<file path="config.mk">
export PLATFORM = sky130hd
export DESIGN_NAME = mmp_queue
export DESIGN_NICKNAME = d
export VERILOG_FILES = /design/src/sv/mmp_queue.sv
export SDC_FILE = /design/constraint.sdc
export NUM_CORES = 1
export LEC_CHECK = 0
export BUFFER_PORTS_ARGS = -buffer_cell sky130_fd_sc_hd__buf_2
export CORE_ASPECT_RATIO = 0.6
export CORE_UTILIZATION = 40
export CTS_CLUSTER_DIAMETER = 30
export CTS_CLUSTER_SIZE = 16
export DETAILED_ROUTE_END_ITERATION = 12
export PLACE_DENSITY_LB_ADDON = 0.12
export SLEW_MARGIN = 20
export SYNTH_ARGS = -nofsm -noshare
export SYNTH_HDL_FRONTEND = slang
export SYNTH_SLANG_ARGS = --single-unit
</file>
<file path="constraint.sdc">
create_clock -name clk -period 2.2 [get_ports clk]
set_clock_uncertainty 0.05 [all_clocks]
set_input_delay 0.11 -clock clk [delete_from_list [all_inputs] [get_ports clk]]
set_output_delay 0.11 -clock clk [all_outputs]
set_load 0.005 [all_outputs]
</file>
<file path="src/sv/mmp_queue.sv">
// mmp_queue: small register fifo between the front and the back
// no dependencies
module mmp_queue #(
	parameter int WIDTH = 32,
	parameter int DEPTH = 4,
	localparam int PW = $clog2(DEPTH),
	localparam int CW = $clog2(DEPTH + 1)
) (
	input  logic             clk,
	input  logic             arst_n,
	input  logic             push,
	input  logic [WIDTH-1:0] din,
	output logic             full,
	input  logic             pop,
	output logic [WIDTH-1:0] dout,
	output logic             empty
);

	logic [WIDTH-1:0] data_q [DEPTH];
	logic [PW-1:0]    wr_q;
	logic [PW-1:0]    rd_q;
	logic [CW-1:0]    cnt_q;

	assign full  = cnt_q == CW'(DEPTH);
	assign empty = cnt_q == '0;
	assign dout  = data_q[rd_q];

	// storage
	always_ff @(posedge clk) begin
		if (push) begin
			data_q[wr_q] <= din;
		end
	end

	// pointers and fill count
	always_ff @(posedge clk or negedge arst_n) begin
		if (!arst_n) begin
			wr_q  <= '0;
			rd_q  <= '0;
			cnt_q <= '0;
		end else begin
			if (push) begin
				wr_q <= (32'(wr_q) == DEPTH - 1) ? '0 : wr_q + 1'b1;
			end
			if (pop) begin
				rd_q <= (32'(rd_q) == DEPTH - 1) ? '0 : rd_q + 1'b1;
			end
			if (push && !pop) begin
				cnt_q <= cnt_q + 1'b1;
			end else if (pop && !push) begin
				cnt_q <= cnt_q - 1'b1;
			end
		end
	end

endmodule

</file>
## Yosys cells after proc, flatten, opt, wreduce, memory -nomap -nowiden

Memories as Yosys holds them, arrays and structs flattened.
Index checks and enable logic that the tools add are counted.

- Register bits: 7
- RAM bits: 128
- Bits of input ports: 36
- Memories: 1

- Add/sub/neg operators: 4
- Eq/ne operators: 3
- Multiplexer cells: 6
- Reductions and logical operators: 6

Memory list:

| memory | words | width | read ports | clocked after memory_dff | wr ports | RTL line | RTL |
|---|---|---|---|---|---|---|---|
| data_q | 4 | 32 | 1 | 0 | 1 | 19 | `logic [WIDTH-1:0] data_q [DEPTH];` |

Operators with widths:

| cell | number |
|---|---|
| 3-bit 2-to-1 mux | 2 |
| 2-bit by 1-bit adder with 2-bit output, second input constant | 2 |
| 2-bit equality test, second input constant | 2 |
| 2-bit 2-to-1 mux | 2 |
| 3-bit by 1-bit adder with 3-bit output, second input constant | 1 |
| 3-bit equality test, second input constant | 1 |
| 3-bit zero test | 1 |
| 3-bit by 1-bit subtractor with 3-bit output, second input constant | 1 |
| 1-bit logical AND | 2 |
| 1-bit zero test | 2 |
| 1-bit 2-to-1 mux | 2 |
| 2-bit nonzero test | 1 |

## Depth between registers and ports, before layout

- Depth in word-level cells: 4
- Depth in mapped cells: 7
- Depth with buffers taken out: 7

## Worst setup path before layout

OpenSTA, ideal clock, no wires.

- Kind: register to register
- Start point: register wr_q[0]
- End point: memory data_q[0][0], enable pin
- Setup time: 392 ps
- Arrival time: 1413 ps
- Required time: 1758 ps
- Setup slack: 345 ps
- Cell stages (with the launch flop): 4
- Buffers on the path: 0
- Period minus slack after synthesis: 1855 ps
- Cell sequence: dfrtp_1 -> inv_1 -> ha_1 -> and2_1

RTL lines:

| element | RTL line | RTL |
|---|---|---|
| start, declared | 20 | `logic [PW-1:0] wr_q;` |
| start signal, assigned | 43 | `wr_q <= (32'(wr_q) == DEPTH - 1) ? '0 : wr_q + 1'b1;` |
| end, declared | 19 |  |

No word-level cell before the write port.

## Worst setup path in the final report

- Start point: register rd_q[0]
- End point: output port dout[10]

- Longest elaborated chain between the ends: 1

Ends and longest elaborated chain:

| element | RTL line | RTL |
|---|---|---|
| start, declared | 21 | `logic [PW-1:0] rd_q;` |
| start signal, assigned | 46 | `rd_q <= (32'(rd_q) == DEPTH - 1) ? '0 : rd_q + 1'b1;` |
| memory read 4 x 32 bit | -- |  |
| end, declared | 15 | `output logic [WIDTH-1:0] dout,` |

Every way passes these cells.

==> run_results.csv <==
group,metric,value,unit
final_layout,final_layout_size_suffix_gt1_share,42.9,%
setup_path,worst_path_max_delay_cell,"mux4_2",
logic_synthesis,syn_inst,205,
setup_path,worst-path-buf-inv,2,
clocking,insertion_delay,0.40,ns
timing,slew_violations,0,
placed_design,dp_slack,0.370,ns
logic_synthesis,ys_seq_elements,135,
global_route,grt_pass1_vias,2551,
logic_synthesis,synth_area_leader_cell,"edfxtp_1",
placed_design,dpl_cell_area,5660,um^2
route,drt-initial-drc-count,98,
timing,rsz0062_at_grt,"no",
logic_synthesis,synth_top_area_share,75.6,%
final_layout,syn_to_final_growth,31.6,%
timing,fmax,510,MHz
die,die-area,13200,um^2
worst_hold_path,min-delay-path-class,"in -> async",
timing,hold_violations,0,
logic_synthesis,synth_flop_cell,"edfxtp_1",
power,power.density,1300,nW/um^2
final_layout,multi_input_area,962,um^2
global_route,antenna_found_initial,0,
power,vdd_drop_max,0.580,mV
logic_synthesis,yosys-top-cells-area,"edfxtp_1, mux4_2, dfrtp_1",
timing,setup_viol,0,
setup_path,r2r_cells,4,
final_layout,register_area,4020,um^2
placed_design,dpl.hpwl,5.40,mm
timing,fin_crit,1.96,ns
die,ios,70,
global_route,overflow,0,
global_route,grt_pass1_wl,14.3,mm
timing,period_share,89.2,%
placed_design,port_buffers,69,
setup_path,arrival,1.80,ns
logic_synthesis,synth_nets,248,
die,coreArea,12200,um^2
die,initial_core_util,41.6,%
setup_path,critical_path_class,"reg -> out",
logic_synthesis,yosysWarningCount,0,
logic_synthesis,seq_area_frac_synth,79.1,%
setup_path,r2r-start,"wr_q[0]",
clocking,cts_root_buffer,"clkbuf_16",
route,drc,0,
setup_path,r2r_end,"data_q[2][31]",
logic_synthesis,ys_types,20,
setup_path,worstPathMaxFanout,16,
status,status,"finished, final reports clean",
logic_synthesis,async_flop_share,5.19,%
clocking,cts.sinks,135,
clocking,htreeDepth,4,
setup_path,critical-path-top-delay-family,"multiplexers",
setup_path,endpoint_kind,"output pin",
route,num_vias,2439,
die,die_y,89.3,um
timing,layout_setup_ws,0.238,ns
route,wl_per_cell,17.5,um
clocking,path_clk_slew,0.06,ns
final_layout,layout.nets,380,
timing,worst_pin_slew,0.313,ns
logic_synthesis,synth_area,5080,um^2
logic_synthesis,yosys-top-cells-count,"edfxtp_1, mux4_2, dfrtp_1",
run,drv_cap,0,
logic_synthesis,yosysMostFrequentCell,"edfxtp_1",
timing,setup_tns,0,ns
route,wirelength,9.03,mm
global_route,grt_max_degree,33,
setup_path,crit_required,2.04,ns
route,drt_first_pass_iters,4,
global_route,gr-usage-all-layers,15.3,%
setup_path,critPathLaunchType,"flip-flop",
clocking,tritoncts,"yes",
final_layout,final_util,54.7,%
route,ant_nets,0,
clocking,clockBufferDepth,2,
route,viasPerCell,4.74,
clocking,cts_buffers,17,
final_layout,n_antenna_cell,0,
die,rows,31,
logic_synthesis,syn_area_per_cell,24.8,um^2
setup_path,critPathMaxStageDelay,0.53,ns
die,die_w,148,um
final_layout,fin_area,6690,um^2
timing,maxSlewHeadroom,79.1,%
final_layout,fillerInstances,955,
placed_design,place.gp.congestion,0.661,
setup_path,r2r_slack,0.70,ns
logic_synthesis,synth_edf_count,128,
power,p_leak,2.41,nW
timing,hold_ws,0.0334,ns
setup_path,crit_chain,"buf_12, mux4_2, buf_2",
-- flip-flops by register name, indices dropped and copies added (netlist names) --
name	flops
data_q	128
cnt_q	3
rd_q	2
wr_q	2
-- worst reg2reg max path, cell delays in order, from the launching register on --
cell and delay [ns]:
dfrtp_1 0.41, inv_1 0.12, ha_1 0.15, and2_2 0.14
buf_4 0.30
-- layout by cell type (no fill, tap or decap), drive strengths merged --
cell,count
dlygate4sd3,35
and2,4
nor2,3
o21ai,2
ha,6
xnor2,1
clkinvlp,4
mux2,3
xor2,2
fa,1
clkbuf,18
nor3b,1
bufinv,5
dfrtp,7
edfxtp,128
clkinv,4
mux4,32
nor3,1
inv,5
buf,86
nand2,2
-- final cells by class --
| class | instances | area share, % |
|---|---|---|
| clock buffers | 18 | 6.42 |
| well taps | 165 | 3.09 |
| multi-input cells | 58 | 14.4 |
| repair buffers | 121 | 12.7 |
| inverters | 4 | 0.224 |
| clock inverters | 14 | 3.07 |
| flip-flops and latches | 135 | 60.1 |
-- kinds of logic (layout without fill, tap and decap cells) --
group                      count (synthesis)  in the layout  share of synthesized area [%]
AOI/OAI and AO/OA                          2              2                          0.197
DFF                                      135            135                           79.1
muxes                                     35             35                           15.1
adders and majority gates                  7              7                           1.87
xor gates and xnor gates                   3              3                          0.517
buffers and inverters                     12            157                           2.07
and+or+nand+nor                           11             11                           1.11
-- through the flow --
stage | std cells | total power, W
global route | 515 | 0.00911
detailed placement | 442 | 0.00563
global placement | 442 | 0.00561
floorplan | 205 | 0.00487
CTS | 509 | 0.00872
finish | 515 | 0.00867
-- routing by layer --
metal / routed length, um / GRT usage [%]
met5: 0 / 0
met4: 114 / 7.31
met3: 362 / 4.95
met2: 4110 / 22.6
met1: 4440 / 20.9
-- worst max path at each step --
stage / cells past startpoint / slack (ns) / to / startpoint
detailed placement: 3 / 0.37 / dout[5] / rd_q[0]
finish: 3 / 0.24 / dout[10] / rd_q[0]
global route: 3 / 0.16 / dout[10] / rd_q[0]
CTS: 3 / 0.05 / dout[10] / rd_q[0]
global placement: 3 / 0.41 / dout[22] / rd_q[0]
floorplan: 3 / 0.34 / data_q[0][0] / wr_q[0]
-- power breakdown --
group / switching (W) / total [W] / internal, W
logic: 0.00101 / 0.00219 / 0.00118
registers: 0.000162 / 0.00348 / 0.00332
clock network: 0.00101 / 0.00301 / 0.00200
-- what timing repair did --
item | 4_1_cts | 5_1_grt
setup endpoints to repair | 20 | 2
cloned | 0 | 0
endpoints found under the hold margin | 139 | 0
resized for setup | 1 | 0
hold buffers | 35 | 0
setup buffers | 0 | 6
Power figures use the tool's default switching activity.
