[config.mk]
export PLATFORM = sky130hd
export DESIGN_NAME = mmp_front
export DESIGN_NICKNAME = d
export VERILOG_FILES = /design/src/sv/mmp_pkg.sv /design/src/sv/mmp_front.sv
export SDC_FILE = /design/constraint.sdc
export NUM_CORES = 1
export LEC_CHECK = 0
export ABC_AREA = 1
export BUFFER_PORTS_ARGS = -buffer_cell sky130_fd_sc_hd__buf_2
export CORE_MARGIN = 8
export CORE_UTILIZATION = 35
export CTS_CLUSTER_DIAMETER = 30
export DETAILED_ROUTE_END_ITERATION = 8
export SYNTH_ARGS = -nofsm -noshare
export SYNTH_HDL_FRONTEND = slang
export SYNTH_SLANG_ARGS = --single-unit
[constraint.sdc]
create_clock -name clk -period 14.1 [get_ports clk]
set_input_delay 0.705 -clock clk [delete_from_list [all_inputs] [get_ports clk]]
set_output_delay 0.705 -clock clk [all_outputs]
set_load 0.02 [all_outputs]
[src/sv/mmp_pkg.sv]
// mmp_pkg: shared constants, configuration record and codes for the mosaic block
// no dependencies; used by masked_mosaic_pixelation, mmp_front and mmp_back
package mmp_pkg;

	localparam int MAX_FRAME_SIDE = 4096;
	localparam int MAX_GRID_SIDE  = 64;
	localparam int MIN_BLOCK      = 16;
	localparam int QUEUE_DEPTH    = 4;

	// configuration register indexes
	typedef enum logic [2:0] {
		CFG_FRAME_WIDTH  = 3'd0,
		CFG_FRAME_HEIGHT = 3'd1,
		CFG_GRID_WIDTH   = 3'd2,
		CFG_GRID_HEIGHT  = 3'd3,
		CFG_BLOCK_SIZE   = 3'd4,
		CFG_INVERT_MASK  = 3'd5
	} cfg_index_t;

	// reset values of the registers
	localparam logic [12:0] RST_FRAME_WIDTH  = 13'd640;
	localparam logic [12:0] RST_FRAME_HEIGHT = 13'd480;
	localparam logic [7:0]  RST_BLOCK_SIZE   = 8'd16;

	typedef struct packed {
		logic [12:0] frame_width;
		logic [12:0] frame_height;
		logic [6:0]  grid_width;
		logic [6:0]  grid_height;
		logic [7:0]  block_size;
		logic        invert_mask;
	} cfg_t;

	// front sequencer states
	typedef enum logic [3:0] {
		FE_INIT = 4'b0001,
		FE_DIV  = 4'b0010,
		FE_WALK = 4'b0100,
		FE_RUN  = 4'b1000
	} fe_state_t;

endpackage

[src/sv/mmp_front.sv]
// mmp_front: accepts items, keeps pixel position and incremental block and grid counters
// depends on mmp_pkg
module mmp_front #(
	parameter int MAX_FRAME_SIDE = mmp_pkg::MAX_FRAME_SIDE,
	parameter int MAX_GRID_SIDE  = mmp_pkg::MAX_GRID_SIDE,
	parameter int MIN_BLOCK      = mmp_pkg::MIN_BLOCK,
	localparam int FW  = $clog2(MAX_FRAME_SIDE) + 1,
	localparam int XW  = FW - 1,
	localparam int GW  = $clog2(MAX_GRID_SIDE) + 1,
	localparam int GIW = GW - 1,
	localparam int QW  = XW + GW,
	localparam int LD  = MAX_FRAME_SIDE / MIN_BLOCK + 1,
	localparam int LW  = $clog2(LD),
	localparam int MD  = MAX_GRID_SIDE * MAX_GRID_SIDE,
	localparam int MW  = $clog2(MD)
) (
	input  logic           clk,
	input  logic           arst_n,
	input  mmp_pkg::cfg_t  cfg,
	input  logic           cfg_we,
	input  logic           in_valid,
	output logic           in_stall,
	input  logic           mode,
	input  logic [11:0]    cell_address,
	input  logic           cell_value,
	input  logic [7:0]     pixel_in,
	input  logic           frame_start,
	input  logic           q_full,
	output logic           push,
	output logic           e_mode,
	output logic [MW-1:0]  e_addr,
	output logic           e_wval,
	output logic [7:0]     e_pix,
	output logic [LW-1:0]  e_lcol,
	output logic           e_org,
	output logic           e_en,
	output logic           e_fend
);

	mmp_pkg::fe_state_t st_q;

	logic [FW-1:0] w, h;
	logic [GW-1:0] gw, gh;
	logic [7:0]    bs;

	logic [XW-1:0] x_q, y_q, wx_q, wy_q;
	logic [7:0]    cph_q, rph_q;
	logic [LW-1:0] col_q;
	logic [QW-1:0] cq_q, rq_q;
	logic [FW-1:0] cr_q, rr_q;
	logic [GW-1:0] cdv_q, rdv_q, csq_q, rsq_q;

	logic          acc, use_base, row_end, fend;
	logic [FW-1:0] bcr, brr;
	logic [QW-1:0] brq;
	logic [XW-1:0] c_x, c_y;
	logic [7:0]    c_cph, c_rph, n_cph, n_rph;
	logic [LW-1:0] c_col, n_col;
	logic [QW-1:0] c_cq, c_rq, n_cq, n_rq;
	logic [FW-1:0] c_cr, c_rr, n_cr, n_rr;
	logic [FW:0]   cr_sum, rr_sum;
	logic [7:0]    cph_inc, rph_inc;
	logic [GIW-1:0] ccl, rcl;
	logic          cdiv_done, rdiv_done;

	// used register values
	always_comb begin
		if (cfg.frame_width == '0) begin
			w = FW'(1);
		end else if (32'(cfg.frame_width) > MAX_FRAME_SIDE) begin
			w = FW'(MAX_FRAME_SIDE);
		end else begin
			w = FW'(cfg.frame_width);
		end
		if (cfg.frame_height == '0) begin
			h = FW'(1);
		end else if (32'(cfg.frame_height) > MAX_FRAME_SIDE) begin
			h = FW'(MAX_FRAME_SIDE);
		end else begin
			h = FW'(cfg.frame_height);
		end
		gw = (32'(cfg.grid_width) > MAX_GRID_SIDE) ? GW'(MAX_GRID_SIDE) : GW'(cfg.grid_width);
		gh = (32'(cfg.grid_height) > MAX_GRID_SIDE) ? GW'(MAX_GRID_SIDE) : GW'(cfg.grid_height);
		bs = (32'(cfg.block_size) < MIN_BLOCK) ? 8'(MIN_BLOCK) : cfg.block_size;
	end

	// dda remainder at position zero
	assign bcr = (gw != '0 && 32'(gw) < 32'(w)) ? FW'(32'(gw) - 1) : '0;

	// row dda at position zero follows the column test: gh - 1 split by h, or zero
	assign brr = (gh != '0 && 32'(gw) < 32'(w))
		? ((rdv_q != '0) ? FW'(rdv_q - 1'b1) : FW'(32'(h) - 1)) : '0;
	assign brq = (gh == '0 || 32'(gw) >= 32'(w)) ? '0
		: ((rdv_q != '0) ? QW'(rsq_q) : QW'(rsq_q) - 1'b1);

	assign in_stall = (st_q != mmp_pkg::FE_RUN) || q_full;
	assign acc      = in_valid && !in_stall;
	assign use_base = (st_q == mmp_pkg::FE_RUN) && frame_start;

	// counters seen by this pixel
	always_comb begin
		c_x   = use_base ? '0 : x_q;
		c_y   = use_base ? '0 : y_q;
		c_cph = use_base ? '0 : cph_q;
		c_col = use_base ? '0 : col_q;
		c_cq  = use_base ? '0 : cq_q;
		c_cr  = use_base ? bcr : cr_q;
		c_rph = use_base ? '0 : rph_q;
		c_rq  = use_base ? brq : rq_q;
		c_rr  = use_base ? brr : rr_q;
	end

	// one column step of block phase and grid dda
	always_comb begin
		cph_inc = c_cph + 8'd1;
		n_cph   = (cph_inc == bs) ? 8'd0 : cph_inc;
		n_col   = (cph_inc == bs) ? c_col + 1'b1 : c_col;
		cr_sum  = {1'b0, c_cr} + (FW+1)'(cdv_q);
		if (cr_sum >= {1'b0, w}) begin
			n_cr = FW'(cr_sum - {1'b0, w});
			n_cq = c_cq + QW'(csq_q) + 1'b1;
		end else begin
			n_cr = FW'(cr_sum);
			n_cq = c_cq + QW'(csq_q);
		end
	end

	// one row step of block phase and grid dda
	always_comb begin
		rph_inc = c_rph + 8'd1;
		n_rph   = (rph_inc == bs) ? 8'd0 : rph_inc;
		rr_sum  = {1'b0, c_rr} + (FW+1)'(rdv_q);
		if (rr_sum >= {1'b0, h}) begin
			n_rr = FW'(rr_sum - {1'b0, h});
			n_rq = c_rq + QW'(rsq_q) + 1'b1;
		end else begin
			n_rr = FW'(rr_sum);
			n_rq = c_rq + QW'(rsq_q);
		end
	end

	assign row_end   = 32'(c_x) >= 32'(w) - 1;
	assign fend      = row_end && (32'(c_y) >= 32'(h) - 1);
	assign cdiv_done = 32'(cdv_q) < 32'(w);
	assign rdiv_done = 32'(rdv_q) < 32'(h);

	// grid cell, indices held to the last row and column
	always_comb begin
		if (gw == '0 || 32'(c_cq) > 32'(gw) - 1) begin
			ccl = (gw == '0) ? '0 : GIW'(32'(gw) - 1);
		end else begin
			ccl = GIW'(c_cq);
		end
		if (gh == '0 || 32'(c_rq) > 32'(gh) - 1) begin
			rcl = (gh == '0) ? '0 : GIW'(32'(gh) - 1);
		end else begin
			rcl = GIW'(c_rq);
		end
	end

	// queue entry
	always_comb begin
		push   = acc && (mode || (32'(cell_address) < MD));
		e_mode = mode;
		e_addr = mode ? (MW'(rcl) * MW'(gw) + MW'(ccl)) : MW'(cell_address);
		e_wval = cell_value;
		e_pix  = pixel_in;
		e_lcol = c_col;
		e_org  = (c_cph == 8'd0) && (c_rph == 8'd0);
		e_en   = (gw != '0) && (gh != '0);
		e_fend = fend;
	end

	// sequencer: rebuild counters after reset or a register write, then run
	always_ff @(posedge clk or negedge arst_n) begin
		if (!arst_n) begin
			st_q  <= mmp_pkg::FE_INIT;
			x_q   <= '0;
			y_q   <= '0;
			wx_q  <= '0;
			wy_q  <= '0;
			cph_q <= '0;
			rph_q <= '0;
			col_q <= '0;
			cq_q  <= '0;
			rq_q  <= '0;
			cr_q  <= '0;
			rr_q  <= '0;
			cdv_q <= '0;
			rdv_q <= '0;
			csq_q <= '0;
			rsq_q <= '0;
		end else if (cfg_we) begin
			st_q <= mmp_pkg::FE_INIT;
		end else begin
			case (st_q)
				mmp_pkg::FE_INIT: begin
					cdv_q <= gw;
					rdv_q <= gh;
					csq_q <= '0;
					rsq_q <= '0;
					st_q  <= mmp_pkg::FE_DIV;
				end
				mmp_pkg::FE_DIV: begin
					// split the grid side into whole frame steps and a remainder
					if (!cdiv_done) begin
						cdv_q <= GW'(32'(cdv_q) - 32'(w));
						csq_q <= csq_q + 1'b1;
					end
					if (!rdiv_done) begin
						rdv_q <= GW'(32'(rdv_q) - 32'(h));
						rsq_q <= rsq_q + 1'b1;
					end
					if (cdiv_done && rdiv_done) begin
						cph_q <= '0;
						col_q <= '0;
						cq_q  <= '0;
						cr_q  <= bcr;
						rph_q <= '0;
						rq_q  <= brq;
						rr_q  <= brr;
						wx_q  <= '0;
						wy_q  <= '0;
						st_q  <= mmp_pkg::FE_WALK;
					end
				end
				mmp_pkg::FE_WALK: begin
					// step counters up to the held position
					if (wx_q != x_q) begin
						wx_q  <= wx_q + 1'b1;
						cph_q <= n_cph;
						col_q <= n_col;
						cq_q  <= n_cq;
						cr_q  <= n_cr;
					end
					if (wy_q != y_q) begin
						wy_q  <= wy_q + 1'b1;
						rph_q <= n_rph;
						rq_q  <= n_rq;
						rr_q  <= n_rr;
					end
					if (wx_q == x_q && wy_q == y_q) begin
						st_q <= mmp_pkg::FE_RUN;
					end
				end
				mmp_pkg::FE_RUN: begin
					if (acc && mode) begin
						if (row_end) begin
							x_q   <= '0;
							cph_q <= '0;
							col_q <= '0;
							cq_q  <= '0;
							cr_q  <= bcr;
							if (fend) begin
								y_q   <= '0;
								rph_q <= '0;
								rq_q  <= brq;
								rr_q  <= brr;
							end else begin
								y_q   <= c_y + 1'b1;
								rph_q <= n_rph;
								rq_q  <= n_rq;
								rr_q  <= n_rr;
							end
						end else begin
							x_q   <= c_x + 1'b1;
							cph_q <= n_cph;
							col_q <= n_col;
							cq_q  <= n_cq;
							cr_q  <= n_cr;
							y_q   <= c_y;
							rph_q <= c_rph;
							rq_q  <= c_rq;
							rr_q  <= c_rr;
						end
					end
				end
				default: begin
					st_q <= mmp_pkg::FE_INIT;
				end
			endcase
		end
	end

endmodule

# Word level (Yosys, flattened, before mapping)
# Cells that the tools add are included.
# Widths: inputs -> output; s select.
totals:
  ff_bits: 169
  latch_bits: 0
  ramBits: 0
  romBits: 0
  in_bits: 77
  out_inout_bits: 36
  word_cells: 204
  n_memories: 0
classes:
  add_sub_neg: 26
  multipliers: 1
  div: 0
  n_lt_le_gt_ge: 15
  eq_ne: 20
  shifts: 0
  n_mux: 90
  bitwise_logic: 1
  reduce_logical: 35
op_table:
  columns: ["op", "count"]
  rows:
  - ["$mux 19", 15]
  - ["$mux 13", 20]
  - ["$pmux 19 s3", 2]
  - ["$mux 12", 9]
  - ["$mux 8", 13]
  - ["$pmux 13 s3", 2]
  - ["$ge 12x32->1", 2]
  - ["$gt 19x32->1", 2]
  - ["$pmux 7 s2", 4]
  - ["$mux 9", 6]
  - ["$add 12x1->12 const B", 4]
  - ["$pmux 12 s2", 2]
  - ["$pmux 8 s3", 2]
  - ["$mux 7", 6]
  - ["$lt 7x13->1", 3]
  - ["$add 19x1->19 const B", 2]
  - ["$add 19x7->19", 2]
  - ["$sub 7x1->8 const B", 4]
  - ["$add 13x7->14", 2]
  - ["$ge 14x13->1", 2]
  - ["$sub 13x1->14 const B", 2]
  - ["$pmux 9 s3", 1]
  - ["$gt 13x13->1 const B", 2]
  - ["$logic_not 13->1", 2]
  - ["36 further kinds", 77]

# Depth between registers and ports, before layout
# Gate-level depths: netlist of the first run.
depth:
  depth_word: 14
  depth_mapped: 62
  mapped_depth_nobuf: 61

# Worst setup path after synthesis of the first run
# No wires, ideal clock.
synth_timing:
  kind: "input-to-output"
  startpoint: "input port cfg[44] in the netlist's numbering"
  endpoint: "output port e_addr[11]"
  arrival_ps: 8703
  required_time_ps: 13395
  setup_slack_ps: 4692
  path_stages: 59
  n_path_buf: 1
  cell_sequence: "inv_1 > nand2_1 > nor3_1 > nand2_1 > nand2_2 > buf_6 > nand2_1 > ha_1 > nand2_1 > inv_1 > nand2_1 > nand3_1 > nand2_1 > nand2_1 > nand2_4 > nand2_2 > inv_2 > nand2_1 > [... 23 more ...] > inv_1 > fa_1 > inv_1 > fa_1 > inv_1 > ha_1 > inv_1 > nor2_1 > o21ai_0 > nand2_1 > a21oi_1 > o21bai_1 > a21oi_1 > nor2_1 > nor2_1 > xor2_1 > xor2_1 > o21ai_1"
synth_between:
  elab_chain_cells: 13
  word_cells_on_any_way: 14
  classes_between: "add/sub (1); mul (1); order compare (3); mux (6); reduce/logical (3)"
synth_rtl:
  columns: ["element", "line_no", "rtl"]
  rows:
  - ["start, declared", "mmp_front.sv:19", "input mmp_pkg::cfg_t cfg,"]
  - ["$gt 13x13->1", "mmp_front.sv:70", "end else if (32'(cfg.frame_width) > MAX_FRAME_SIDE) begin"]
  - ["$mux 13", "mmp_front.sv:70", null]
  - ["$mux 13 (*)", "mmp_front.sv:68", "if (cfg.frame_width == '0) begin"]
  - ["$ge 7x13->1 (*)", "mmp_front.sv:93", "assign brq = (gh == '0 || 32'(gw) >= 32'(w)) ? '0"]
  - ["$logic_or 1x1->1 (*)", "mmp_front.sv:93", null]
  - ["$mux 19 (*)", "mmp_front.sv:93", null]
  - ["$mux 19 (*)", "mmp_front.sv:109", "c_rq = use_base ? brq : rq_q;"]
  - ["$gt 19x32->1", "mmp_front.sv:154", "if (gh == '0 || 32'(c_rq) > 32'(gh) - 1) begin"]
  - ["$logic_or 1x1->1", "mmp_front.sv:154", null]
  - ["$mux 6 (*)", "mmp_front.sv:154", null]
  - ["$mul 6x7->12 (*)", "mmp_front.sv:165", "e_addr = mode ? (MW'(rcl) * MW'(gw) + MW'(ccl)) : MW'(cell_address);"]
  - ["$add 12x6->12 (*)", "mmp_front.sv:165", null]
  - ["$mux 12 (*)", "mmp_front.sv:165", null]
  - ["end, declared", "mmp_front.sv:31", "output logic [MW-1:0] e_addr,"]
# Every way passes the cells marked *; elsewhere a longest branch is shown, timed or not.

# Worst setup path in the final report of the first run
layout_timing:
  startpoint: "input port cfg[45] in the netlist's numbering"
  endpoint: "output port e_addr[11]"
# The elaborated chain is that of the path after synthesis.

==> impl_metrics.ini, run 1 <==
[run_status]
outcome = finished clean

[timing]
hold_violations = 0
fin_skew_ps = 17.2
finalCriticalPeriod_ps = 11160
relSlewSlack_pct = 26.0
period_share_pct = 79.1
slew_violations = 0
finalSetupViolCount = 0
tightestPinTransition_ps = 1100
fmax_mhz = 89.6
setup_tns_ps = 0
rsz0062_at_grt = false

[cts]
cts_buffers = 17
cts.reportedPaths.clkPinSlew_ps = 70
ctsHoldBuffers = 0
clockRootBuffer = clkbuf_16
clock_path_buffers = 2
post_cts_buffers = 0
clock_sinks = 169
clock_insertion_delay_worst_skew_ps = 470
htree_levels = 4
cts_tree = done
cts_resized = 0

[route]
totalWireLength_mm = 60.9
drt-wirelength-per-cell_um = 15.5
drtAntennaViolNets = 0
drt_iter0_drc = 1369
first_pass_iters = 5
drc = 0
via_per_inst = 5.07
vias = 19980

[logic_synthesis]
synth_cell_type_count = 75
yosys-top-cells-area = dfrtp_1 20%, nand2_1 13%, ha_1 11%
synth_warnings = 0
seq_area_frac_synth_pct = 20.4
avgSynthCellArea_um2 = 6.68
async_flop_share_pct = 100
synth_area_leader_cell = dfrtp_1
yosysTopAreaCellShare_pct = 20.3
synth_ff_type = dfrtp_1
synth_cells = 3105
netlist_area_mm2 = 0.0207
synthesis.nets = 3398
synth-edff-count = 0
ys_seq_elements = 169

[global_route]
grt_use_total_pct = 17.9
grt_max_degree = 75
antenna_found_initial = 3
grt_pass1_vias = 18926
gr-usage-met1_pct = 25.3
grtUsageMet3_pct = 2.21
grt_pass1_wl_mm = 99.2
grt_remaining_overflow = 0
grt_busiest_layer = met2
global_route.usage.met2_pct = 28.7

[layout]
drive_gt1_share_pct = 10.5
fill_cells = 6354
nNetsFinal = 3442
post-route-util_pct = 38.1
final_common_cell = nand2_1
final_cell_mix = 727 x nand2_1, 445 x inv_1, 255 x nor2_1, 185 x ha_1, 177 x a21oi_1
syn_to_final_growth_pct = 8.02

[floorplan]
io_pins = 113
die-area_mm2 = 0.0673
die_width_um = 259
start_util_pct = 35.3
coreArea_mm2 = 0.0588
rows = 89
fp.dieH_um = 259

[worst_setup_path]
worstPathRequired_ps = 13400
crit_path_start_kind = input pin
cp_max_fo = 11
arrival_ps = 10450
r2r-end = rr_q[10]
cp_slowest_cell = o21ai_0
path_class = input pin to primary output
max_stage_delay_ps = 760
critPathLaunch = cfg[45]
r2r_slack_ps = 7440
reg2reg_depth = 38
crit_top_cell = nand2_1
endpoint_kind = primary output
reg2reg_from = rdv_q[1]

[hold_path]
hp-class = input pin to async pin

[placed_design]
gp_congestion = 0.877
dp_hpwl_mm = 47.1
numPortBuffers = 93

[pwr]
power.leakage_nw = 11.5
ir_drop_v = 0.000115
power_density_mw_per_mm2 = 177

[flow_run]
max-cap-violations = 0
==> critical path: cells and delay by family <==
kind | cells | cell delay, ps
adder cells (fa/ha/maj) | 7 | 2850
AO/OA/AOI/OAI | 12 | 2750
AND/OR/NAND/NOR | 25 | 2290
buffers and inverters | 14 | 1420
XOR/XNOR | 2 | 360
==> cell usage after synthesis (19+ instances only) <==
cell type  count
nor2_1       255
nand2_2       34
fa_1          31
a31oi_1       26
xor2_1       125
inv_1        445
or2_2         23
nor3_1        47
o22ai_1       24
clkbuf_1      36
inv_2         37
dfrtp_1      168
a21oi_1      177
o21ai_0      171
o21ai_1       66
nor2_2        19
xnor2_1       34
nand4_1       55
ha_1         185
nand2_1      727
nand3_1      139
==> final cells by class <==
class / instances / area [um^2] / share of cell area, %
timing repair buffer: 109 / 594 / 2.65
clock inverter: 13 / 119 / 0.531
sequential: 169 / 4230 / 18.9
multi-input combinational: 2363 / 14200 / 63.3
inverter: 489 / 1840 / 8.23
tap: 773 / 967 / 4.32
antenna: 3 / 7.51 / 0.0335
clock buffer: 19 / 453 / 2.02
==> how the worst max path moves through the flow <==
| stage | to | slack [ps] | cells past startpoint |
|---|---|---|---|
| after floorplan | e_addr[11] | 4690 | 59 |
| after global placement | e_addr[11] | 2970 | 60 |
| after detailed placement | e_addr[11] | 2970 | 60 |
| after CTS | e_addr[11] | 2890 | 60 |
| after global routing | e_addr[11] | 1910 | 60 |
| final | e_addr[11] | 2940 | 60 |
==> routing by layer <==
metal	vias to the layer above	routed length (um)
met1	9198	29800
met4	0	1120
li1	10250	-
met5	-	0
met2	470	26900
met3	62	3050
==> flip-flops by register name, indices dropped and copies added, names as in the netlist <==
signal,flops
cdv_q,7
col_q,9
cph_q,8
cq_q,19
cr_q,13
csq_q,7
rdv_q,7
rph_q,8
rq_q,19
rr_q,13
rsq_q,7
st_q,4
wx_q,12
wy_q,12
x_q,12
y_q,12
==> power by group <==
group          switching (mW)  leakage [nW]  total [mW]  internal, mW
Sequential             0.0995          2.11       0.719         0.619
Clock                   0.233         0.277       0.487         0.254
Combinational            1.75          9.10        2.77          1.02
==> stage by stage <==
stage | std cells | setup WS, ps | cell area [um^2] | hold slack (ps) | power [mW]
floorplan | 3105 | 4690 | 20700 | 409 | 2.92
global placement | 3903 | 2970 | 21800 | 460 | 3.45
detailed placement | 3903 | 2970 | 21800 | 462 | 3.47
CTS | 3935 | 2890 | 22400 | 294 | 3.98
global route | 3935 | 1910 | 22400 | 321 | 4.41
finish | 3938 | 2940 | 22400 | 269 | 3.97
==> cells by family after synthesis <==
logic type / synth area share, %
AOI/OAI and AO/OA: 16.4
xor gates and xnor gates: 7.03
adders and majority gates: 14.2
buffers and inverters: 11.3
DFF: 20.4
and+or+nand+nor: 30.7
(Power assumes the default switching activity.)
==> run 2: changes to the inputs <==
Settings changed: ABC_AREA 1 to 0.
Clock period 14.1 ns to 11 ns, I/O delays scaled along.
==> run 2 against run 1 <==
Total power rose by 16%. Area after synthesis fell by 4.6%. Global-route usage rose by 1.8 points. Die area fell by 4.4%. Synthesized cell count fell by 17%. Clock power rose by 29%. Non-clock buffer count rose by 30. Largest cell class unchanged. Highest routed layer is now met5.
==> impl_metrics.ini, run 2 <==
[run_status]
outcome = finished clean

[layout]
final_common_cell = nand2_1
post-route-util_pct = 38.6
reg_top3 = cq_q: 19 flops, rq_q: 19 flops
syn_to_final_growth_pct = 9.60
nNetsFinal = 2909
drive_gt1_share_pct = 9.01
final_cell_mix = 335 x nand2_1, 242 x nor2_1, 185 x ha_1, 179 x a21oi_1, 174 x o21ai_0

[cts]
cts_tree = done
cts_buffers = 17
clock_path_buffers = 2
clockRootBuffer = clkbuf_16
clock_insertion_delay_worst_skew_ps = 500
cts.reportedPaths.clkPinSlew_ps = 80
htree_levels = 4
clock_sinks = 169

[timing]
fmax_mhz = 95.9
finalSetupViolCount = 0
slew_violations = 0
fin_skew_ps = 16.3
period_share_pct = 94.8
rsz0062_at_grt = false
finalCriticalPeriod_ps = 10420
tightestPinTransition_ps = 1270
relSlewSlack_pct = 14.6
hold_violations = 0
setup_tns_ps = 0

[placed_design]
numPortBuffers = 93
gp_congestion = 0.937
dp_hpwl_mm = 48.6

[pwr]
power_density_mw_per_mm2 = 213
power.leakage_nw = 9.91
total_power_mw = 4.62
ir_drop_v = 0.000259

[flow_run]
max-cap-violations = 0

[logic_synthesis]
synth_cells = 2590
synthesis.nets = 2883
synthTopCellsByCount = 337 x nand2_1, 244 x nor2_1, 185 x ha_1, 179 x a21oi_1, 177 x o21ai_0
netlist_area_mm2 = 0.0198
synth_cell_type_count = 92
seq_area_frac_synth_pct = 21.4
synth_warnings = 0
yosys-top-cells-area = dfrtp_1 21%, ha_1 12%, nand2_1 6.4%
yosysMostFrequentCell = nand2_1
synth_ff_type = dfrtp_1
async_flop_share_pct = 100
avgSynthCellArea_um2 = 7.63
yosysTopAreaCellShare_pct = 21.3
synth-edff-count = 0
synth_area_leader_cell = dfrtp_1
ys_seq_elements = 169

[worst_setup_path]
worstPathRequired_ps = 10450
critPathLaunch = cfg[38]
arrival_ps = 9870
reg2reg_from = rdv_q[1]
reg2reg_depth = 28
path_class = input pin to primary output
crit_path_start_kind = input pin
cp_max_fo = 19
cp_slowest_cell = or4_1
max_stage_delay_ps = 550
endpoint_kind = primary output

[route]
drc = 0
vias = 19487
first_pass_iters = 5
via_per_inst = 5.76
drt_iter0_drc = 1706
drtAntennaViolNets = 0
drt-wirelength-per-cell_um = 18.9
totalWireLength_mm = 64.0

[global_route]
grt_pass1_vias = 19199
antenna_found_initial = 5
grt_pass1_wl_mm = 103
grt_max_degree = 77
grt_use_total_pct = 19.7
grt_remaining_overflow = 0

[hold_path]
min_path_cells = 2
hp-class = input pin to flop
hp-start = cfg_we

[floorplan]
rows = 87
die-area_mm2 = 0.0643
fp.dieH_um = 254
start_util_pct = 35.2
coreArea_mm2 = 0.0562
io_pins = 113
die_width_um = 254
-- run 2: cell type report --
class,instances,area (um^2)
diodes,1,2.50
clock buffers,18,439
clock inverters,14,149
fillers,5869,34500
inverters,122,458
multi-input cells,2167,14600
flip-flops and latches,169,4230
well taps,756,946
repair buffers,139,823
-- run 2: routing by layer --
layer  vias up  track usage, %  routed length (um)
met3       111            3.37                3800
met5         -               0                  14
li1       9373               -                   -
met2       699            32.9               29800
met1      9302            25.6               28600
met4         2            6.72                1780
-- run 2: power by group --
group | total, mW | switching [mW] | internal, mW
combinational | 3.11 | 1.84 | 1.27
clock | 0.629 | 0.320 | 0.309
sequential | 0.873 | 0.145 | 0.729
total | 4.62 | 2.30 | 2.31
-- run 2: repair_timing --
item | 4_1_cts | 5_1_grt
hold buffers | 1 | 0
setup endpoints to repair | 0 | 4
hold endpoints to repair | 24 | 0
resized for setup | 0 | 14
buffers inserted | 0 | 4
-- run 2: final timing paths --
| kind | end | slack [ps] |
|---|---|---|
| min reg2reg | col_q[8] | 480 |
| max in group asynchronous | rq_q[10] | 8360 |
| min in group asynchronous | x_q[4] | 550 |
| max reg2reg | rq_q[16] | 3400 |
| min | st_q[3] | 350 |
| max | e_addr[11] | 580 |
-- run 2: logic make-up (layout without fill, tap and decap cells) --
kind of cell    Yosys count  after routing  share of synthesized area [%]
compound gates          689            689                           22.5
xor+xnor                203            203                           9.14
fa+ha+maj               216            216                           14.8
buf+inv                 254            293                           5.10
flops                   169            169                           21.4
mux                      43             43                           2.27
other cells               0              1                              0
simple gates           1016           1016                           24.7
-- run 2: through the flow --
step           hold WS (ps)  area [um^2]  cells  setup slack, ps
5_1_grt                 365        21700   3385             38.0
4_1_cts                 333        21600   3381              103
3_5_place_dp            468        21000   3348              139
2_1_floorplan           254        19800   2590             1030
3_3_place_gp            460        21000   3348              382
6_report                353        21700   3386              575
-- run 2: worst max-delay path, delay by kind of cell --
family / cells / cell delay, ps
and+or+nand+nor: 13 / 2540
adders and majority gates: 7 / 2780
AOI/OAI and AO/OA: 14 / 2700
buffers and inverters: 9 / 1120
xor gates and xnor gates: 1 / 160
